**config.mk**
```make
export PLATFORM = sky130hd
export DESIGN_NAME = bgq_count_unit
export DESIGN_NICKNAME = d
export VERILOG_FILES = /design/src/hdl/bgq_pkg.sv /design/src/hdl/bgq_count_unit.sv
export SDC_FILE = /design/constraint.sdc
export NUM_CORES = 1
export LEC_CHECK = 0
export BUFFER_PORTS_ARGS = -buffer_cell sky130_fd_sc_hd__buf_2
export CAP_MARGIN = 20
export CORE_ASPECT_RATIO = 1.25
export CORE_MARGIN = 10
export CORE_UTILIZATION = 52
export DETAILED_ROUTE_END_ITERATION = 7
export MAX_ROUTING_LAYER = met4
export PLACE_DENSITY = 0.87
export SETUP_SLACK_MARGIN = 0.1
export SYNTH_ARGS = -nofsm -noshare
export SYNTH_HDL_FRONTEND = slang
export SYNTH_SLANG_ARGS = --single-unit
```
**constraint.sdc**
```tcl
create_clock -name clk -period 22 [get_ports clk]
set_input_delay 3.3 -clock clk [delete_from_list [all_inputs] [get_ports clk]]
set_output_delay 3.3 -clock clk [all_outputs]
set_load 0.01 [all_outputs]
```
**src/hdl/bgq_pkg.sv**
```systemverilog
// Shared types, codes and helpers for the bitset graph query engine.
// Depends on nothing; the top and the count unit import it.
`timescale 1ns / 1ps

package bgq_pkg;

    localparam int WORD_W = 64;
    localparam int COUNT_W = 22;
    localparam int EDGE_W = 15;
    localparam int NODE_W = 8;
    localparam int NCNT_W = 9;

    localparam logic [COUNT_W-1:0] COUNT_MAX = 22'h3FFFFF;
    localparam logic [EDGE_W-1:0] EDGE_MAX = 15'h7FFF;
    localparam logic [NCNT_W-1:0] NODE_COUNT_RESET = 9'd256;

    localparam logic [2:0] KIND_ADD = 3'd0;
    localparam logic [2:0] KIND_HAS = 3'd1;
    localparam logic [2:0] KIND_DEG = 3'd2;
    localparam logic [2:0] KIND_COM = 3'd3;
    localparam logic [2:0] KIND_TRI = 3'd4;

    typedef struct packed {
        logic [2:0] kind;
        logic [NODE_W-1:0] node_a;
        logic [NODE_W-1:0] node_b;
    } req_t;

    typedef struct packed {
        logic found;
        logic rejected;
        logic [COUNT_W-1:0] count;
        logic [EDGE_W-1:0] edge_total;
    } rsp_t;

    // Control from sequencer to count unit
    typedef struct packed {
        logic clr;
        logic issue;
        logic use_b;
    } cnt_ctl_t;

    typedef enum logic [3:0] {
        ST_CLEAR,
        ST_IDLE,
        ST_DISPATCH,
        ST_EDGE_RD,
        ST_EDGE_WB,
        ST_ROW_ISSUE,
        ST_TRI_ROW,
        ST_TRI_LOAD,
        ST_TRI_SCAN,
        ST_TRI_INNER,
        ST_DRAIN,
        ST_DONE
    } state_t;

    // Bits of a word whose position is above bit_pos
    function automatic logic [WORD_W-1:0] above_in_word(input logic [5:0] bit_pos);
        logic [6:0] sh;
        sh = 7'(bit_pos) + 7'd1;
        above_in_word = {WORD_W{1'b1}} << sh;
    endfunction

    function automatic logic [6:0] pop64(input logic [WORD_W-1:0] x);
        logic [6:0] c;
        c = '0;
        for (int i = 0; i < WORD_W; i++) begin
            c = c + 7'(x[i]);
        end
        pop64 = c;
    endfunction

endpackage

```
**src/hdl/bgq_count_unit.sv**
```systemverilog
// Saturating popcount accumulator fed by the matrix memory read ports.
// Depends on bgq_pkg.
`timescale 1ns / 1ps

module bgq_count_unit (
    input  logic                           clk,
    input  logic                           rst_n,
    input  bgq_pkg::cnt_ctl_t              ctl,
    input  logic [bgq_pkg::WORD_W-1:0]     mask,
    input  logic [bgq_pkg::WORD_W-1:0]     rdata_a,
    input  logic [bgq_pkg::WORD_W-1:0]     rdata_b,
    output logic [bgq_pkg::COUNT_W-1:0]    count
);
    import bgq_pkg::*;

    logic               pend_reg;
    logic               use_b_reg;
    logic [WORD_W-1:0]  mask_reg;
    logic [COUNT_W-1:0] acc_reg;
    logic [COUNT_W-1:0] acc_next;
    logic [WORD_W-1:0]  word;
    logic [COUNT_W:0]   sum;

    // Combine the word that arrives in the cycle after its read was issued
    always_comb
    begin
        word = rdata_a & (use_b_reg ? rdata_b : {WORD_W{1'b1}}) & mask_reg;
        sum = {1'b0, acc_reg} + (COUNT_W+1)'(pop64(word));
        acc_next = acc_reg;
        if (ctl.clr)
        begin
            acc_next = '0;
        end
        else if (pend_reg)
        begin
            acc_next = (sum > {1'b0, COUNT_MAX}) ? COUNT_MAX : sum[COUNT_W-1:0];
        end
    end

    always_ff @(posedge clk or negedge rst_n)
    begin
        if (!rst_n)
        begin
            pend_reg <= 1'b0;
            acc_reg  <= '0;
        end
        else
        begin
            pend_reg <= ctl.issue;
            acc_reg  <= acc_next;
        end
    end

    // Hold the issue-side qualifiers for the data cycle
    always_ff @(posedge clk)
    begin
        use_b_reg <= ctl.use_b;
        mask_reg  <= mask;
    end

    assign count = acc_reg;

endmodule
```
# [Word-level counts from Yosys, hierarchy flattened]
# Index checks and enable logic that the tools add are counted.
[op_classes] addsub=64 n_lt_le_gt_ge=1 bitwise=2 mux=4 n_reduce_logical=1
[ops] op="$add A7 B1 Y7" count=57
[ops] op="$and A64 B64 Y64" count=2
[ops] op="$mux W22" count=3
[ops] op="$mux W64" count=1
[ops] op="$add A22 B7 Y23" count=1
[ops] op="$gt A23 B22 Y1 const B" count=1
[ops] op="$add A6 B1 Y7" count=1
[ops] op="$add A5 B1 Y6" count=1
[ops] op="$add A4 B1 Y5" count=1
[ops] op="$add A3 B1 Y4" count=1
[ops] op="$add A2 B1 Y3" count=1
[ops] op="$add A1 B1 Y2" count=1
[ops] op="$reduce_bool A2 Y1" count=1
[totals] reg_bits=88 wordCells=76 output_inout_bits=22

# [Logic depth before layout (Yosys ltp)]
# Gate-level depths: netlist (run 1).
[logic_depth] depth_word=71 depth_mapped=26 ltp_nobuf=24

# [Worst setup path before layout (run 1)]
# No wires, ideal clock.
[synth_timing] path_type="input-to-reg" from="input rdata_b[52] in the netlist's numbering" to="register acc_reg[1], in the netlist count[1]" path_buffers=1 t_arrival_ns=9.749 cell_stages=22 required_time_ns=21.904 setup_slack_ns=12.155 path_cell_list="o211a_1 -> fa_1 -> inv_1 -> fa_1 -> inv_1 -> fa_1 -> inv_1 -> fa_1 -> inv_1 -> fa_1 -> inv_1 -> fa_1 -> fa_1 -> fa_1 -> fa_1 -> fa_1 -> and2b_1 -> o2111ai_2 -> a31oi_2 -> o211ai_4 -> buf_6 -> a311oi_2"
[synth_via] elab_chain_len=20
[synth_rtl] element="start: declaration" line_no="bgq_count_unit.sv:11" rtl="input logic [bgq_pkg::WORD_W-1:0] rdata_b,"
[synth_rtl] element="$mux W64 (*)" line_no="bgq_count_unit.sv:27" rtl="word = rdata_a & (use_b_reg ? rdata_b : {WORD_W{1'b1}}) & mask_reg;"
[synth_rtl] element="$and A64 B64 Y64 (*) (2 in series)" line_no="bgq_count_unit.sv:27"
[synth_rtl] element="$add A7 B1 Y7 (*) (12 in series)" line_no="bgq_pkg.sv:69" rtl="c = c + 7'(x[i]);"
[synth_rtl] element="$add A22 B7 Y23 (*)" line_no="bgq_count_unit.sv:28" rtl="sum = {1'b0, acc_reg} + (COUNT_W+1)'(pop64(word));"
[synth_rtl] element="$gt A23 B22 Y1" line_no="bgq_count_unit.sv:36" rtl="acc_next = (sum > {1'b0, COUNT_MAX}) ? COUNT_MAX : sum[COUNT_W-1:0];"
[synth_rtl] element="$mux W22 (*)" line_no="bgq_count_unit.sv:36"
[synth_rtl] element="$mux W22 (*)" line_no="bgq_count_unit.sv:34" rtl="else if (pend_reg)"
[synth_rtl] element="$mux W22 (*)" line_no="bgq_count_unit.sv:30" rtl="if (ctl.clr)"
[synth_rtl] element="end signal: assignment" line_no="bgq_count_unit.sv:50" rtl="acc_reg <= acc_next;"
[synth_rtl] element="end: declaration" line_no="bgq_count_unit.sv:19" rtl="logic [COUNT_W-1:0] acc_reg;"
# Every way passes the cells marked *; elsewhere a longest branch is shown, timed or not. The select of a mux whose other input is x is not followed.
# A chain may end at the register's enable or synchronous reset.

# [Worst setup path after layout (run 1)]
[layout_timing] from="input rdata_b[52] in the netlist's numbering" to="register acc_reg[17], in the netlist count[17]"
# The elaborated chain is that of the path after synthesis.

==> impl_results.md, run 1 <==
* Outcome: finished clean
* Min-Delay Path Class: reg -> reg
* Wire per inst at 20.0 um
* Clk pwr share at 0.138
* Initial Util at 0.537
* R2R cell count at 23
* Mapped Nets at 689
* Main synth FF type: dfxtp_1
* Ys async rst share at 0.261
* CP Capture Type: flop
* Largest cells by area after synthesis: dfxtp_1, fa_1, dfrtp_1
* Pleak at 3.36 nW
* Clk sinks at 88
* Total Wirelength at 15000 um
* CTS max path bufs at 2
* CTS tree: built
* # rows at 39
* Largest net degree at the start of global routing at 65
* Vias/cell at 5.44
* H-tree Lvls at 3
* Setup Skew at 5.04 ps
* Worst r2r src: use_b_reg
* Critical Path RT at 22260 ps
* Die H at 129 um
* Maximum clock rate at 0.0993 GHz
* Worst relative slew slack at 0.401
* Total core area at 0.00922 mm2
* Int Power at 0.605 mW
* Worst-skew pair later-pin latency at 350 ps
* IO Pins at 219
* Simple-Gate Fraction of Synth Area at 0.0674
* Post-CTS resize count at 0
* DR pass1 iterations at 4
* Synthesized area at 0.00495 mm2
* #FFs+latches synth at 88
* Logic pwr share at 0.703
* Yosys top cell by area: dfxtp_1
* Crit-path max FO at 19
* Post-Place Cell Area at 0.00611 mm2
* Starting DRT DRC Count at 155
* Initial antenna violation count at 0
* Vias post-DR at 4093
* Worst Min Path Start: count[17]
* Maximum vdd ir drop at 0.205 mV
* Hold EP: count[17]
* DIE WIDTH at 107 um
* PwrDens at 177 mW/mm2
* DRC viols at 0
* P_sw at 0.531 mW
* Max reg flops at 64
* Clk pin slew, worst setup/hold paths at 70 ps
* Clk root buf: clkbuf_16
* YS warnings at 0
* Reg-to-reg slack, setup at 14170 ps
* CP arrival at 10330 ps
* Cells after synthesis at 409
* Max Cap Viol at 0
* Unrepaired setup endpoints after global routing: false
* Worst setup SP type: primary input
* Register area share after synthesis at 0.379
* Terminus of the critical flop-to-flop path: count[17]
* Switching share of total power at 0.467
* Crit Path Category: in -> reg
* # fillers at 688
* Post-CTS Setup Inserts at 0
* Minimum clock period at 10070 ps
* Vias in the first global route at 4433
* Die footprint at 0.0139 mm2
* First-pass GRT wire length at 22900 um
* Flop pwr share at 0.159
* Final HPWL DP at 12600 um
* Final Max Slew Viols at 0
* Finished Cell Area at 0.00643 mm2
* Hold path cells at 1
* Overall routing resource usage at 0.217
* Final cell count without fillers at 752
* Fin crit share at 0.458
* Post-synthesis xor/xnor area fraction at 0.0124
* Post-synth cell types at 47
* Ant diodes at 0
* Final hold violations at 0
* Setup tns final at 0 ps
* # setup viols final at 0
* Synth Area in Compound Gates at 0.193
* Area Overhead vs Synth at 29.9%
* Largest family of logic cells by synthesized area: adder cells
* Share of cells above drive strength 1 at 0.407
* Mux cell area share after synthesis at 0.00202
* Overflow after GRT at 0
* Placer's final routability congestion estimate at 0.940
* Syn_area_per_cell at 12.1 um2
* EDFF count, synth at 0
* TritonCTS buffer count at 9
* Slew @ Worst Pin at 898 ps
* Buffers added on ports at 218
* Post-route ant nets at 0
* Nets@finish at 904
* # hold bufs at CTS at 0
* Dpl cells at 735
* Share of the synthesized area in the top cell type at 0.263
* Adder-Cell Fraction of Synth Area at 0.295
## per-layer routing
metal	up-vias	global-route usage	share of wire
li1	1903	-	-
met1	2002	0.245	0.38
met2	165	0.365	0.53
met3	23	0.0491	0.072
met4	0	0.0878	0.019
met5	-	-	0
## critical path, cell delays in order
cell and delay, ps:
buf_2 100, o211a_1 210, fa_1 540, inv_1 60, fa_1 530, inv_1 60
fa_1 530, inv_1 50, fa_1 470, inv_1 50, fa_1 500, inv_1 50
fa_1 460, fa_1 540, fa_1 540, fa_1 480, fa_1 410, and2b_1 240
o2111ai_2 170, a31oi_2 290, o211ai_4 250, and4_1 290, a211oi_2 210
## how the worst max path moves through the flow
stage / from / to / slack (ps)
after global routing: rdata_b[52] / count[19] / 11610
after detailed placement: rdata_b[52] / count[17] / 11590
final: rdata_b[52] / count[17] / 11930
after floorplan: rdata_b[52] / count[1] / 12160
after global placement: rdata_b[52] / count[17] / 11690
after CTS: rdata_b[52] / count[17] / 11900
## per-stage QoR
stage / setup WS (ps) / hold slack (ps) / power [mW] / util
2_1_floorplan: 12160 / 554 / 0.775 / -
3_3_place_gp: 11690 / 522 / 0.952 / 0.663
3_5_place_dp: 11590 / 541 / 0.969 / 0.663
4_1_cts: 11900 / 555 / 1.15 / 0.695
5_1_grt: 11610 / 582 / 1.24 / 0.698
6_report: 11930 / 559 / 1.14 / 0.698
## logic make-up (layout without fill, tap and decap cells)
| kind of cell | Yosys count | count (layout) |
|---|---|---|
| adder cells (fa/ha/maj) | 83 | 83 |
| XOR/XNOR | 7 | 7 |
| flip-flops | 88 | 88 |
| AO/OA/AOI/OAI | 112 | 112 |
| buffers and inverters | 60 | 280 |
| multiplexers | 1 | 1 |
| AND/OR/NAND/NOR | 58 | 58 |
## placed cells by master, fill, tap and decap left out, types with 2 or more instances in the layout
| cell type | instances |
|---|---|
| and4_1 | 6 |
| nand3_1 | 5 |
| dfxtp_1 | 65 |
| nand2_1 | 4 |
| a31oi_1 | 9 |
| fa_1 | 56 |
| o21ai_0 | 3 |
| o211ai_1 | 43 |
| nor2_1 | 15 |
| inv_1 | 44 |
| xnor2_1 | 4 |
| nor3_1 | 4 |
| a311oi_2 | 8 |
| xor2_1 | 3 |
| and3_1 | 5 |
| clkbuf_16 | 9 |
| and2_1 | 3 |
| buf_2 | 218 |
| dfrtp_1 | 23 |
| inv_6 | 3 |
| a311oi_1 | 3 |
| a211oi_2 | 3 |
| o211a_1 | 22 |
| o21ai_1 | 2 |
| nand2b_1 | 3 |
| ha_1 | 27 |
| nand4_1 | 5 |
| a211oi_1 | 3 |
| a21oi_1 | 10 |
## synth_stat cells (2+ instances only)
cell	count
xnor2_1	4
a311oi_1	3
nor3_1	4
dfxtp_1	65
a311oi_2	8
o211a_1	22
o21ai_1	2
fa_1	56
nand2_1	4
inv_1	44
o21ai_0	3
clkbuf_1	9
a211oi_2	3
buf_6	2
ha_1	27
xor2_1	3
a31oi_1	9
a21oi_1	10
nand3_1	5
and4_1	6
nand2b_1	3
a211oi_1	3
nor2_1	15
and2_1	3
buf_4	2
and3_1	5
o211ai_1	43
nand4_1	5
dfrtp_1	23
## power by group through the flow
stage,logic (mW),clock network [mW],registers [mW]
6_report,0.799,0.157,0.181
5_1_grt,0.898,0.164,0.182
4_1_cts,0.807,0.159,0.181
3_5_place_dp,0.785,0,0.184
3_3_place_gp,0.769,0,0.184
2_1_floorplan,0.591,0,0.184
## layout make-up
| class | instances | area (um2) | area share |
|---|---|---|---|
| inverter | 45 | 169 | 0.0263 |
| timing repair buffer | 219 | 1110 | 0.173 |
| clock buffer | 9 | 225 | 0.0350 |
| tap | 123 | 154 | 0.0239 |
| sequential | 88 | 1880 | 0.292 |
| clock inverter | 7 | 76.3 | 0.0119 |
| multi-input combinational | 261 | 2820 | 0.439 |
(Power assumes the default switching activity.)
==> run 2: changes to the inputs <==
- ABC_AREA: default -> 1
- CORE_UTILIZATION: 52 -> 49
- PLACE_DENSITY: 0.87 -> 0.81
- clock period: 22 -> 9.55 ns (I/O delays scaled with it)
==> run 2 against run 1 <==
Core utilization shrank 4.9 points. Die area rose by 13%. Cell count is 24% higher. Via count grew 16%. First-iteration DRC count rose by 64%. Global-route usage is 0.053 points lower. Sequential power is 130% higher. Cell area increased by 7.6%. Flip-flop and latch count unchanged. Count of clock-buffer cells in the layout rose by 2. Combinational power is 140% higher. Power increased by 140%. Critical endpoint is now count[18]. Highest routed layer unchanged.
==> impl_results.md, run 2 <==
* Outcome: finished clean (unchanged)
* Met3 wire length at 1290 um (was 1080 um)
* Placer's final routability congestion estimate at 0.957 (was 0.940)
* Vias/cell at 5.08 (was 5.44)
* Die footprint at 0.0156 mm2 (was 0.0139 mm2)
* Overall routing resource usage at 0.217 (about the same)
* EDFF count, synth at 0 (unchanged)
* Final Max Slew Viols at 0 (unchanged)
* Hold path cells at 2 (was 1)
* Fin util at 0.649 (was 0.698)
* Mapped Nets at 854 (was 689)
* Yosys top cell by area: dfxtp_1 (unchanged)
* CTS max path bufs at 2 (unchanged)
* Initial Util at 0.506 (was 0.537)
* Setup Skew at 10.1 ps (was 5.04 ps)
* Met1 WL at 6480 um (was 5740 um)
* Maximum vdd ir drop at 0.393 mV (was 0.205 mV)
* Slew @ Worst Pin at 1070 ps (was 898 ps)
* Overflow after GRT at 0 (unchanged)
* Share of the synthesized area in the top cell type at 0.241 (was 0.263)
* Worst relative slew slack at 0.283 (was 0.401)
* Crit-path max FO at 8 (was 19)
* Commonest non-fill, non-tap cells in the layout: buf_2, nand2_1, inv_1 (was buf_2, dfxtp_1, fa_1)
* Reg-to-reg slack, setup at 1850 ps (was 14170 ps)
* Die H at 137 um (was 129 um)
* Syn_area_per_cell at 9.41 um2 (was 12.1 um2)
* Cell mode on critical path: fa_1 (unchanged)
* Share of cells above drive strength 1 at 0.318 (was 0.407)
* Min-Delay Path Class: reg -> reg (unchanged)
* Synthesized area at 0.00540 mm2 (was 0.00495 mm2)
* Buf/Inv on CP at 8 (was 6)
* Post-Place Cell Area at 0.00661 mm2 (was 0.00611 mm2)
* R2R cell count at 27 (was 23)
* Initial antenna violation count at 0 (unchanged)
* CP max stage cell: fa_1 (unchanged)
* Vias in the first global route at 5174 (was 4433)
* Crit Path Category: in -> reg (unchanged)
* DRC viols at 0 (unchanged)
* YS warnings at 0 (unchanged)
* DIE WIDTH at 114 um (was 107 um)
* Post-route ant nets at 0 (unchanged)
* Final hold violations at 0 (unchanged)
* Register area share after synthesis at 0.348 (was 0.379)
* Worst Min Path Start: count[6] (was count[17])
* Area Overhead vs Synth at 28.3% (was 29.9%)
* Maximum clock rate at 0.129 GHz
* Hold EP: count[6] (was count[17])
* Place WS at 1400 ps (was 11590 ps)
* CTS tree: built (unchanged)
* #FFs+latches synth at 88 (unchanged)
* # rows at 42 (was 39)
* Max Cap Viol at 0 (unchanged)
* # hold bufs at CTS at 0 (unchanged)
* WHS at 522 ps (was 559 ps)
* Terminus of the critical flop-to-flop path: count[18] (was count[17])
* Wire per inst at 18.2 um (was 20.0 um)
* Buffers added on ports at 218 (unchanged)
* Ys async rst share at 0.261 (unchanged)
* Total core area at 0.0107 mm2 (was 0.00922 mm2)
* Largest cells by area after synthesis: dfxtp_1, fa_1, nand2_1 (was dfxtp_1, fa_1, dfrtp_1)
* Largest delay share family, worst path: adder cells (unchanged)
* Max incr delay on CP at 550 ps (was 540 ps)
* Vias post-DR at 4741 (was 4093)
* # fillers at 935 (was 688)
* Clk pin slew, worst setup/hold paths at 70 ps (about the same)
* Max reg flops at 64 (unchanged)
* IO Pins at 219 (unchanged)
* Most frequent cell after synthesis: nand2_1 (was dfxtp_1)
* Pleak at 3.97 nW (was 3.36 nW)
* Commonest non-fill, non-tap cell in the layout: buf_2 (unchanged)
* Clk sinks at 88 (unchanged)
* Total Wirelength at 17000 um (was 15000 um)
* Synth cell count leaders: nand2_1, inv_1, dfxtp_1 (was dfxtp_1, fa_1, inv_1)
* Worst r2r src: use_b_reg (unchanged)
* Cells after synthesis at 574 (was 409)
* Top Metal Used: met4 (unchanged)
* Fin crit share at 0.813
* # setup viols final at 0 (unchanged)
* H-tree Lvls at 3 (unchanged)
* Largest net degree at the start of global routing at 65 (unchanged)
* Minimum clock period at 7770 ps
* Critical Path RT at 9840 ps (was 22260 ps)
* CP arrival at 8050 ps (was 10330 ps)
* Nets@finish at 1074 (was 904)
* Post-synth cell types at 31 (was 47)
* Post-CTS Setup Inserts at 0 (unchanged)
* Starting DRT DRC Count at 254 (was 155)
* CP Capture Type: flop (unchanged)
* Post-route setup slack at 1780 ps (was 11930 ps)
* Post-CTS resize count at 0 (unchanged)
* Finished Cell Area at 0.00692 mm2 (was 0.00643 mm2)
* Final HPWL DP at 14300 um (was 12600 um)
* Setup tns final at 0 ps (unchanged)
* Worst-skew pair later-pin latency at 340 ps (was 350 ps)
* DR pass1 iterations at 4 (unchanged)
* TritonCTS buffer count at 9 (unchanged)
* First-pass GRT wire length at 26100 um (was 22900 um)
* Main synth FF type: dfxtp_1 (unchanged)
* Routed wl met2 at 8870 um (was 7950 um)
* Worst setup SP type: primary input (unchanged)
* Unrepaired setup endpoints after global routing: false (unchanged)
* PwrDens at 394 mW/mm2 (was 177 mW/mm2)
* Clk root buf: clkbuf_16 (unchanged)
run 2: cell types whose count changed after synthesis, sizes merged, moves of 6 or more:
cell | before | now
and3 | 7 | 0
a21oi | 11 | 0
a31oi | 10 | 0
nand2 | 4 | 157
and4 | 6 | 0
inv | 45 | 87
a311oi | 11 | 0
a211oi | 6 | 0
nand3 | 5 | 35
run 2: cell families (layout without fill, tap and decap cells):
family	after synthesis	in the layout	synth area share
other cells	0	2	0
buf+inv	98	323	0.0725
simple gates	225	225	0.190
xor+xnor	7	7	0.0114
fa+ha+maj	83	83	0.270
compound gates	73	73	0.109
flops	88	88	0.348
run 2: per-stage QoR:
stage               total power, mW  instances
floorplan                      1.81        574
global placement               2.31        915
detailed placement             2.35        915
CTS                            2.75        931
global route                   3.05        931
finish                         2.73        933
run 2: worst max-delay path by stage:
stage | slack, ps | cells past startpoint | endpoint | from
5_1_grt | 1400 | 27 | count[18] | use_b_reg
3_3_place_gp | 1500 | 28 | count[18] | rdata_b[52]
2_1_floorplan | 1880 | 27 | count[18] | rdata_b[52]
4_1_cts | 1740 | 28 | count[18] | rdata_b[52]
3_5_place_dp | 1400 | 28 | count[18] | rdata_b[52]
6_report | 1780 | 28 | count[18] | rdata_b[52]
run 2: power breakdown:
part	total [mW]	switching [mW]	internal, mW
clock network	0.375	0.156	0.219
logic	1.93	1.16	0.771
registers	0.420	0.0150	0.405
run 2: worst register-to-register path: cells and delay by family (launching register included):
family	cells	cell delay, ps
AOI/OAI and AO/OA	1	270
adders and majority gates	10	5070
buffers and inverters	7	1180
DFF	1	310
and+or+nand+nor	9	840
run 2: area by class of cell:
class / count / area [um2] / area share
Antenna cell: 2 / 5.00 / 0.000723
Clock buffer: 11 / 253 / 0.0365
Clock inverter: 5 / 61.3 / 0.00885
Inverter: 87 / 327 / 0.0472
Multi-Input combinational cell: 388 / 3130 / 0.452
Sequential cell: 88 / 1880 / 0.271
Tap cell: 132 / 165 / 0.0239
Timing Repair Buffer: 220 / 1110 / 0.160
run 2: metal layers:
metal,track usage,up-vias
li1,-,2304
met1,0.233,2225
met2,0.381,182
met3,0.0587,30
met4,0.0669,0
met5,-,-
==> run 3: changes to the inputs <==
- clock period: 9.55 -> 7.4 ns (I/O delays scaled with it)
==> run 3 against run 2 <==
Core utilization increased by 1.3 points. Power increased by 39%. Setup slack got worse by 1500 ps. Non-clock buffer count increased by 12. Count of clock-buffer cells in the layout decreased by 1. Die area unchanged. Flip-flop and latch count unchanged. Critical endpoint is now count[19]. Highest routed layer unchanged.
==> impl_results.md, run 3 (synthesis results as in run 2) <==
* Outcome: finished clean (unchanged)
* GRT Max-Usage Layer: met2 (unchanged)
* CP arrival at 7400 ps (was 8050 ps)
* DIE WIDTH at 114 um (unchanged)
* CTS tree: built (unchanged)
* Cell mode on critical path: fa_1 (unchanged)
* Met1 GRT Util at 0.238 (was 0.233)
* Buf/Inv on CP at 6 (was 8)
* Share of cells above drive strength 1 at 0.341 (was 0.318)
* Overflow after GRT at 0 (unchanged)
* CTS max path bufs at 2 (unchanged)
* Vias post-DR at 4854 (was 4741)
* Buffers added on ports at 218 (unchanged)
* First-pass GRT wire length at 26200 um (was 26100 um)
* IO Pins at 219 (unchanged)
* Min-Delay Path Class: reg -> reg (unchanged)
* Die footprint at 0.0156 mm2 (unchanged)
* # rows at 42 (unchanged)
* Overall routing resource usage at 0.219 (was 0.217)
* Post-route ant nets at 0 (unchanged)
* Pleak at 4.02 nW (was 3.97 nW)
* Commonest non-fill, non-tap cell in the layout: buf_2 (unchanged)
* # fillers at 899 (was 935)
* Max incr delay on CP at 570 ps (was 550 ps)
* Total Wirelength at 17100 um (was 17000 um)
* PwrDens at 536 mW/mm2 (was 394 mW/mm2)
* Worst relative slew slack at 0.642 (was 0.283)
* Grt met3 use at 0.0601 (was 0.0587)
* Clk pwr share at 0.120 (was 0.138)
* Int Power at 1.97 mW (was 1.39 mW)
* Logic pwr share at 0.737 (was 0.708)
* Largest net degree at the start of global routing at 29 (was 65)
* Unrepaired setup endpoints after global routing: false (unchanged)
* Placer's final routability congestion estimate at 0.929 (was 0.957)
* Starting DRT DRC Count at 285 (was 254)
* Flop pwr share at 0.143 (was 0.154)
* Maximum clock rate at 0.141 GHz
* Clk sinks at 88 (unchanged)
* Vias in the first global route at 5110 (was 5174)
* WHS at 521 ps (was 522 ps)
* Total core area at 0.0107 mm2 (unchanged)
* Commonest non-fill, non-tap cells in the layout: buf_2, nand2_1, inv_1 (unchanged)
* Initial antenna violation count at 3 (was 0)
* Met2 usage at 0.373 (was 0.381)
* H-tree Lvls at 3 (unchanged)
* TritonCTS buffer count at 9 (unchanged)
* DR pass1 iterations at 5 (was 4)
* Reg-to-reg slack, setup at 380 ps (was 1850 ps)
* P_sw at 1.83 mW (was 1.33 mW)
* # setup viols final at 0 (unchanged)
* Largest delay share family, worst path: adder cells (unchanged)
* Fin util at 0.663 (was 0.649)
* CP Capture Type: flop (unchanged)
* Switching share of total power at 0.481 (was 0.488)
* Clk pin slew, worst setup/hold paths at 70 ps (about the same)
* Crit Path Category: in -> reg (unchanged)
* Worst-path cell chain: buf_2 > o211a_1 > fa_1 > fa_1 > inv_1 > fa_1 > inv_1 > fa_1 > inv_1 > fa_1 > fa_1 > fa_1 > fa_1 > fa_2 > fa_2 > inv_2 > buf_4 > nand3_4 > nand3_4 > nand3_2 > nand3_2 > nand2_1 > nand2_1
* Crit-path max FO at 6 (was 8)
* Final HPWL DP at 14400 um (was 14300 um)
* Critical Path RT at 7690 ps (was 9840 ps)
* Area Overhead vs Synth at 30.9% (was 28.3%)
* Vias/cell at 5.13 (was 5.08)
* Fin crit share at 0.961
* Final Max Slew Viols at 0 (unchanged)
* Setup Skew at 11.9 ps (was 10.1 ps)
* CP max stage cell: fa_1 (unchanged)
* Worst setup SP type: primary input (unchanged)
* Initial Util at 0.506 (unchanged)
* Wire per inst at 18.1 um (was 18.2 um)
* Worst-skew pair later-pin latency at 340 ps (about the same)
* Die H at 137 um (unchanged)
* Max reg flops at 64 (unchanged)
* Nets@finish at 1087 (was 1074)
* DRC viols at 0 (unchanged)
* Minimum clock period at 7110 ps
* Final hold violations at 0 (unchanged)
* Maximum vdd ir drop at 0.685 mV (was 0.393 mV)
* Slew @ Worst Pin at 537 ps (was 1070 ps)
* Max Cap Viol at 0 (unchanged)
* Clk root buf: clkbuf_16 (unchanged)
==> run 3: cell types whose count changed in the layout (fill, tap and decap cells not counted), moves of 3 or more <==
cell,before,now
inv_1,86,83
buf_4,2,12
inv_2,1,4
nand2_1,155,152
==> run 3: layout make-up <==
cell class | count | area [um2] | share of cell area
timing repair buffer | 232 | 1210 | 0.172
inverter | 87 | 327 | 0.0462
clock inverter | 6 | 53.8 | 0.00761
sequential | 88 | 1880 | 0.266
clock buffer | 10 | 250 | 0.0354
multi-input combinational | 389 | 3180 | 0.449
antenna | 3 | 7.51 | 0.00106
tap | 132 | 165 | 0.0234
==> run 3: repair_timing <==
item,CTS,global route
hold buffers,0,0
setup buffers,0,2
gates resized for setup,1,11
endpoints found under the setup margin,3,22
cloned,0,1
pin swaps,1,16
==> run 3: worst paths after layout <==
kind                             start        end  depth (start not counted)
hold / removal                count[5]   count[5]                          2
hold reg to reg               count[5]   count[5]                          2
setup reg to reg             use_b_reg  count[19]                         25
min in group asynchronous        rst_n  count[19]                          1
max in group asynchronous        rst_n   count[7]                          1
setup / recovery           rdata_b[38]  count[19]                         23
==> run 3: tightest hold or removal path, delay by kind of cell (launching register included) <==
family | cells | cell delay (ps)
DFF | 1 | 370
and+or+nand+nor | 2 | 120
==> run 3: through the flow <==
step,TNS (ps),power [mW],worst slack (ps),cells,cell area [um2]
3_3_place_gp,-2020,3.13,-180,925,6700
2_1_floorplan,0,2.35,129,574,5400
4_1_cts,0,3.70,118,941,7000
3_5_place_dp,-4280,3.19,-295,925,6700
5_1_grt,0,4.13,107,947,7070
6_report,0,3.79,286,947,7070
==> run 3: power by group through the flow <==
stage	clock network (mW)	logic, mW	registers (mW)
after global placement	0	2.58	0.551
after global routing	0.483	3.11	0.545
after CTS	0.466	2.70	0.541
after detailed placement	0	2.64	0.551
final	0.457	2.79	0.541
after floorplan	0	1.80	0.552
==> run 3: layer usage <==
metal  wire [um]  up-vias
met5           0        -
met4         436        0
met3        1360       33
met2        9000      201
met1        6310     2297
li1            -     2323
